[src/hw/rtl/ramt_pkg.sv]
package ramt_pkg;

  localparam int POSITIONS   = 1024;
  localparam int VALUE_BITS  = 16;
  localparam int IDX_W       = 10;
  localparam int SIZE_W      = 11;
  localparam int NODE_W      = 11;
  localparam int NODES       = 2 * POSITIONS;
  localparam int STACK_DEPTH = 11;
  localparam int SP_W        = 4;
  localparam int CLR_W       = 12;

  typedef logic [VALUE_BITS-1:0] value_t;
  typedef logic [IDX_W-1:0]      idx_t;
  typedef logic [NODE_W-1:0]     node_t;
  typedef logic [SIZE_W-1:0]     size_t;

  localparam logic KIND_ASSIGN = 1'b0;
  localparam logic KIND_QUERY  = 1'b1;

  typedef struct packed {
    node_t  rd_addr;
    logic   max_we;
    node_t  max_waddr;
    value_t max_wdata;
    logic   pend_we;
    node_t  pend_waddr;
    value_t pend_wdata;
  } mem_req_t;

  typedef struct packed {
    value_t max_q;
    value_t pend_q;
  } mem_rsp_t;

  typedef struct packed {
    node_t k;
    idx_t  l;
    idx_t  r;
    logic  ph;
  } frame_t;

endpackage

[src/hw/rtl/ramt_walk.sv]
module ramt_walk (
  input  logic               clk,
  input  logic               rst,
  input  logic               start,
  input  logic               kind,
  input  ramt_pkg::idx_t     range_low,
  input  ramt_pkg::idx_t     range_high,
  input  ramt_pkg::value_t   assign_value,
  input  ramt_pkg::size_t    eff_size,
  input  ramt_pkg::mem_rsp_t rsp,
  output ramt_pkg::mem_req_t req,
  output logic               idle,
  output logic               res_valid,
  output ramt_pkg::value_t   res_value,
  input  logic               res_take
);
  import ramt_pkg::*;

  typedef enum logic [12:0] {
    S_IDLE  = 13'h0001,
    S_ENTER = 13'h0002,
    S_PUSH  = 13'h0004,
    S_PL    = 13'h0008,
    S_PR    = 13'h0010,
    S_DEC   = 13'h0020,
    S_RET   = 13'h0040,
    S_RDL   = 13'h0080,
    S_RDR   = 13'h0100,
    S_CMB   = 13'h0200,
    S_DONE  = 13'h0400,
    S_SPARE = 13'h0800,
    S_HOLD  = 13'h1000
  } state_t;

  state_t          state;
  node_t           k;
  idx_t            l;
  idx_t            r;
  idx_t            st;
  idx_t            ed;
  value_t          v;
  logic            is_query;
  value_t          acc;
  value_t          mk;
  value_t          pv;
  value_t          lft;
  logic            cov;
  logic [SP_W-1:0] sp;
  frame_t          stack [STACK_DEPTH];

  frame_t          top;
  idx_t            mid;
  idx_t            top_mid;
  node_t           k_lo;
  node_t           k_hi;
  logic            disjoint;
  logic            covered;
  value_t          cmb_max;
  logic            start_ok;
  logic            q_empty;

  always_comb begin
    top      = stack[sp - 1'b1];
    mid      = l + ((r - l) >> 1);
    top_mid  = top.l + ((top.r - top.l) >> 1);
    k_lo     = {k[NODE_W-2:0], 1'b0};
    k_hi     = {k[NODE_W-2:0], 1'b1};
    disjoint = (st > r) || (ed < l);
    covered  = (st <= l) && (r <= ed);
    cmb_max  = (lft > rsp.max_q) ? lft : rsp.max_q;
    start_ok = (range_high >= range_low) && ({1'b0, range_high} < eff_size) &&
               (assign_value != '0);
    q_empty  = (range_high < range_low) || (eff_size == '0);
  end

  always_comb begin
    req = '0;
    req.rd_addr = k;
    case (state)
      S_PUSH: begin
        if (rsp.pend_q != '0) begin
          req.max_we     = 1'b1;
          req.max_waddr  = k;
          req.max_wdata  = rsp.pend_q;
          req.pend_we    = 1'b1;
          req.pend_waddr = k;
          req.pend_wdata = '0;
        end
      end
      S_PL: begin
        req.pend_we    = 1'b1;
        req.pend_waddr = k_lo;
        req.pend_wdata = pv;
      end
      S_PR: begin
        req.pend_we    = 1'b1;
        req.pend_waddr = k_hi;
        req.pend_wdata = pv;
      end
      S_DEC: begin
        if (!is_query && !disjoint && covered) begin
          req.max_we    = 1'b1;
          req.max_waddr = k;
          req.max_wdata = v;
        end
      end
      S_RDL: req.rd_addr = k_lo;
      S_RDR: req.rd_addr = k_hi;
      S_CMB: begin
        req.max_we    = 1'b1;
        req.max_waddr = k;
        req.max_wdata = cmb_max;
      end
      default: req.rd_addr = k;
    endcase
  end

  assign idle      = (state == S_IDLE);
  assign res_valid = (state == S_DONE);
  assign res_value = acc;

  always_ff @(posedge clk) begin
    if (rst) begin
      state <= S_IDLE;
      sp    <= '0;
    end else begin
      case (state)
        S_IDLE: begin
          if (start) begin
            st       <= range_low;
            ed       <= range_high;
            v        <= assign_value;
            is_query <= kind;
            acc      <= '0;
            k        <= node_t'(1);
            l        <= '0;
            r        <= idx_t'(eff_size - 1'b1);
            sp       <= '0;
            if (kind == KIND_QUERY) begin
              state <= q_empty ? S_DONE : S_ENTER;
            end else if (start_ok) begin
              state <= S_ENTER;
            end
          end
        end
        S_ENTER: state <= S_PUSH;
        S_PUSH: begin
          mk  <= (rsp.pend_q != '0) ? rsp.pend_q : rsp.max_q;
          pv  <= rsp.pend_q;
          cov <= 1'b0;
          state <= ((rsp.pend_q != '0) && (l != r)) ? S_PL : S_DEC;
        end
        S_PL: state <= S_PR;
        S_PR: state <= cov ? S_RET : S_DEC;
        S_DEC: begin
          if (disjoint) begin
            state <= S_RET;
          end else if (covered) begin
            if (is_query) begin
              if (mk > acc) begin
                acc <= mk;
              end
              state <= S_RET;
            end else begin
              // hand the new value down to both children as pending
              pv    <= v;
              cov   <= 1'b1;
              state <= (l != r) ? S_PL : S_RET;
            end
          end else begin
            stack[sp] <= '{k: k, l: l, r: r, ph: 1'b0};
            sp        <= sp + 1'b1;
            k         <= k_lo;
            r         <= mid;
            state     <= S_ENTER;
          end
        end
        S_RET: begin
          if (sp == '0) begin
            state <= is_query ? S_DONE : S_IDLE;
          end else if (!top.ph) begin
            stack[sp - 1'b1].ph <= 1'b1;
            k     <= {top.k[NODE_W-2:0], 1'b1};
            l     <= top_mid + 1'b1;
            r     <= top.r;
            state <= S_ENTER;
          end else begin
            sp    <= sp - 1'b1;
            k     <= top.k;
            l     <= top.l;
            r     <= top.r;
            state <= is_query ? S_RET : S_RDL;
          end
        end
        S_RDL: state <= S_RDR;
        S_RDR: begin
          lft   <= rsp.max_q;
          state <= S_CMB;
        end
        S_CMB: state <= S_RET;
        S_DONE: begin
          if (res_take) begin
            state <= S_IDLE;
          end
        end
        default: state <= S_IDLE;
      endcase
    end
  end

endmodule

[config.mk]
export PLATFORM = sky130hd
export DESIGN_NAME = ramt_walk
export DESIGN_NICKNAME = d
export VERILOG_FILES = /design/src/hw/rtl/ramt_pkg.sv /design/src/hw/rtl/ramt_walk.sv
export SDC_FILE = /design/constraint.sdc
export NUM_CORES = 1
export LEC_CHECK = 0
export ABC_AREA = 1
export CORE_MARGIN = 4
export CORE_UTILIZATION = 40
export CTS_BUF_LIST = sky130_fd_sc_hd__clkbuf_4 sky130_fd_sc_hd__clkbuf_8
export CTS_CLUSTER_DIAMETER = 120
export CTS_CLUSTER_SIZE = 14
export DETAILED_ROUTE_END_ITERATION = 16
export DONT_BUFFER_PORTS = 1
export GPL_TIMING_DRIVEN = 0
export PLACE_DENSITY = 0.56
export SLEW_MARGIN = 10
export SYNTH_ARGS = -nofsm -noshare
export SYNTH_HDL_FRONTEND = slang
export SYNTH_SLANG_ARGS = --single-unit
export TNS_END_PERCENT = 100
[constraint.sdc]
create_clock -name clk -period 5.6 [get_ports clk]
set_input_delay 0 -clock clk [delete_from_list [all_inputs] [get_ports clk]]
set_output_delay 0 -clock clk [all_outputs]
set_load 0.01 [all_outputs]
==> results.toml <==
[run_status]
status = "complete, no violations"

[power]
internal_power_w = 0.00917
p_sw_w = 0.00931
power.density_nw_per_um2 = 636
clkPwrFrac = 0.109
sw_frac_of_total = 0.504
p_leak_nw = 11.3
seqPwrFrac = 0.244
combPwrFrac = 0.647
vdd_drop_max_v = 0.00131

[clock_network]
htreeDepth = 2
cts.sinks = 500
clkTransAtPathRegs_ps = 110
cts_made_buffers = 41
tritoncts = "built"
clock_latency_ps = 660
cts_buffer_depth = 3
cts-root-buf = "clkbuf_8"

[synthesis]
synth_seq_cells = 500
synth.most_common_cell = "edfxtp_1"
netlist.area_leader.share = 0.577
ys_seq_area_frac = 0.589
synth_common_cells = "485 x edfxtp_1, 442 x nand2_1, 264 x nor2_1"
synth_edf_count = 485
async_flop_share = 0
post-synth-top-area-cell = "edfxtp_1"
yosysUniqueCellTypes = 52
synth_area_leaders = "edfxtp_1 58%, nand2_1 6.6%, ha_1 6.3%"
synth-main-ff-cell = "edfxtp_1"
syn_avg_cell_area_um2 = 10.1
ys.warnings.count = 0
synth_nets = 2716
synthCells = 2500
syn_area_um2 = 25300

[worst_setup_path]
critPathMaxFanout = 19
crit-reg2reg-launch = "sp[0]$_SDFFE_PP0P_"
end_kind = "flop"
r2r_slack_ps = 270
cp.arrival_ps = 5730
critPathLaunch = "sp[0]$_SDFFE_PP0P_"
criticalPathCategory = "flop to flop"
worstRegToRegCells = 25
r2r-end = "l[9]$_SDFFCE_PN0P_"
worst_ep_required_time_ps = 6000
worstSetupStartpointType = "flop"

[floorplanning]
num_rows = 91
die_w_um = 259
dieArea_um2 = 67200
pin_count = 169
core_area_um2 = 62100
start_util = 0.407
die_height_um = 259

[timing]
worst_pin_slew_ps = 1200
slew_headroom = 0.200
min_period_ps = 5330
fin_ws_ps = 269
setup_viol = 0
clock_skew_ps = 28.8
timing.final.hold_violations = 0
fin_crit_sh = 0.952
rsz0062_at_grt = "false"
fin_tns_setup_ps = 0
clock.fmax_mhz = 188
drv_slew = 0

[global_route]
overflow = 0
grt_max_degree = 25
grt_pass1_wl_um = 126000
antenna_found_initial = 2
grt_pass1_vias = 19400
grt_use_total = 0.250

[place]
hpwl_um = 62400
pre_cts_ws_ps = -1560
port_buffers = 0
gp_congestion = 0.941

[route]
dr.max_layer_used = "met5"
drcViolationCount = 0
wl_met2_um = 40600
vias = 20200
routed_wl_um = 86800
drt_iter0_drc = 2393
drtPass1Iterations = 6
viasPerCell = 5.69
met1_length_um = 37300
met3WireLength_um = 6680
post_drt_wl_per_cell_um = 24.4
antenna_left = 0

[worst_hold_path]
hold_path_depth = 1
hp-class = "input pin to flop"
hold_end = "lft[5]$_DFFE_PP_"
hold_path.startpoint = "rsp[21]"

[finish]
areaGrowthSynthToFinish_pct = 15.1
fin_nets = 2925
drive_above_1_share = 0.0703
utilization = 0.469

[flow_run]
maxCapViolCount = 0
[final cells by class]
type / instances / area, um^2
repair buffers: 167 / 1790
clock buffers: 47 / 609
multi-input cells: 1632 / 9130
diodes: 2 / 5.00
flip-flops and latches: 500 / 14900
clock inverters: 4 / 66.3
fillers: 5730 / 33000
inverters: 260 / 980
well taps: 837 / 1050
plain buffers: 107 / 579
[cells by family after synthesis]
family | synth area share
simple gates | 0.174
mux | 0.000396
buf+inv | 0.0567
compound gates | 0.103
flops | 0.589
xor+xnor | 0.0107
fa+ha+maj | 0.0666
[sequential cells by signal (all words and copies together), names as in the netlist, 4 cells and up]
| signal | flops |
|---|---|
| r | 10 |
| l | 10 |
| k | 11 |
| stack | 352 |
| mk | 16 |
| v | 16 |
| st | 10 |
| res_value | 16 |
| pv | 16 |
| state | 11 |
| sp | 4 |
| ed | 10 |
| lft | 16 |
[timing repair]
| item | in CTS | in global routing |
|---|---|---|
| endpoints found under the setup margin | 10 | 4 |
| hold buffers | 140 | 0 |
| buffers inserted | 4 | 5 |
| hold endpoints to repair | 117 | 0 |
| pin swaps | 2 | 5 |
| gates cloned | 0 | 0 |
| gates resized for setup | 50 | 31 |
[cell usage in the layout, fill, tap and decap left out, types with 18 or more instances in the layout]
cell type | Yosys | final
edfxtp_1 | 485 | 485
nand2_1 | 442 | 438
inv_1 | 256 | 255
nor2_1 | 264 | 250
nand3_1 | 211 | 210
o21ai_0 | 194 | 191
dlygate4sd3_1 | 0 | 140
ha_1 | 128 | 127
a21oi_1 | 122 | 120
clkbuf_8 | 0 | 44
clkbuf_1 | 62 | 42
o211ai_1 | 32 | 32
buf_2 | 34 | 30
nand4_1 | 29 | 29
o22ai_1 | 24 | 24
nor3_1 | 23 | 21
xor2_1 | 21 | 21
o221ai_1 | 20 | 20
nand3b_1 | 18 | 18
[metal layers]
layer | global-route usage | vias to the layer above
met4 | 0.0622 | 4
met3 | 0.0390 | 147
met1 | 0.355 | 10000
met5 | 0 | -
met2 | 0.406 | 919
li1 | - | 9141
[worst max path at each step]
stage,to,cells past startpoint
after floorplan,l[9]$_SDFFCE_PN0P_,30
after global placement,stack[6][16]$_DFFE_PP_,17
after detailed placement,l[8]$_SDFFCE_PN0P_,30
after CTS,l[8]$_SDFFCE_PN0P_,29
after global routing,l[9]$_SDFFCE_PN0P_,25
final,l[9]$_SDFFCE_PN0P_,25
[power groups by stage]
stage,sequential (W),combinational [W],clock (W)
after floorplan,0.00454,0.00756,0
after global placement,0.00460,0.0107,0
after detailed placement,0.00459,0.0110,0
after CTS,0.00451,0.0113,0.00205
after global routing,0.00452,0.0131,0.00219
final,0.00451,0.0120,0.00201
[worst max-delay path: stages (launching register included)]
cell      delay, ps
dfxtp_4         390
inv_2            70
buf_8           180
nand4_1         110
nand2_1         340
buf_2           340
clkbuf_1        640
o211ai_1        220
nand2_2         160
inv_1           100
fa_1            450
nand3_1         110
nand2_1          90
a21oi_1         150
o21bai_1        110
a21o_1          170
a21oi_1         150
xor2_1          110
ha_1            380
nand2_1          70
nor2_1          130
nand3_1         100
nand4_1         150
nand2_1          90
o21ai_1         160
a21oi_1          70
[stage by stage]
step	instances	hold WS, ps	power, W	area (um^2)
global route	3555	9.88	0.0198	29100
global placement	3337	99.0	0.0153	26300
CTS	3549	5.03	0.0179	28900
finish	3556	50.9	0.0185	29100
floorplan	2500	98.9	0.0121	25300
detailed placement	3355	99.0	0.0155	26700
Power figures use the tool's default switching activity.
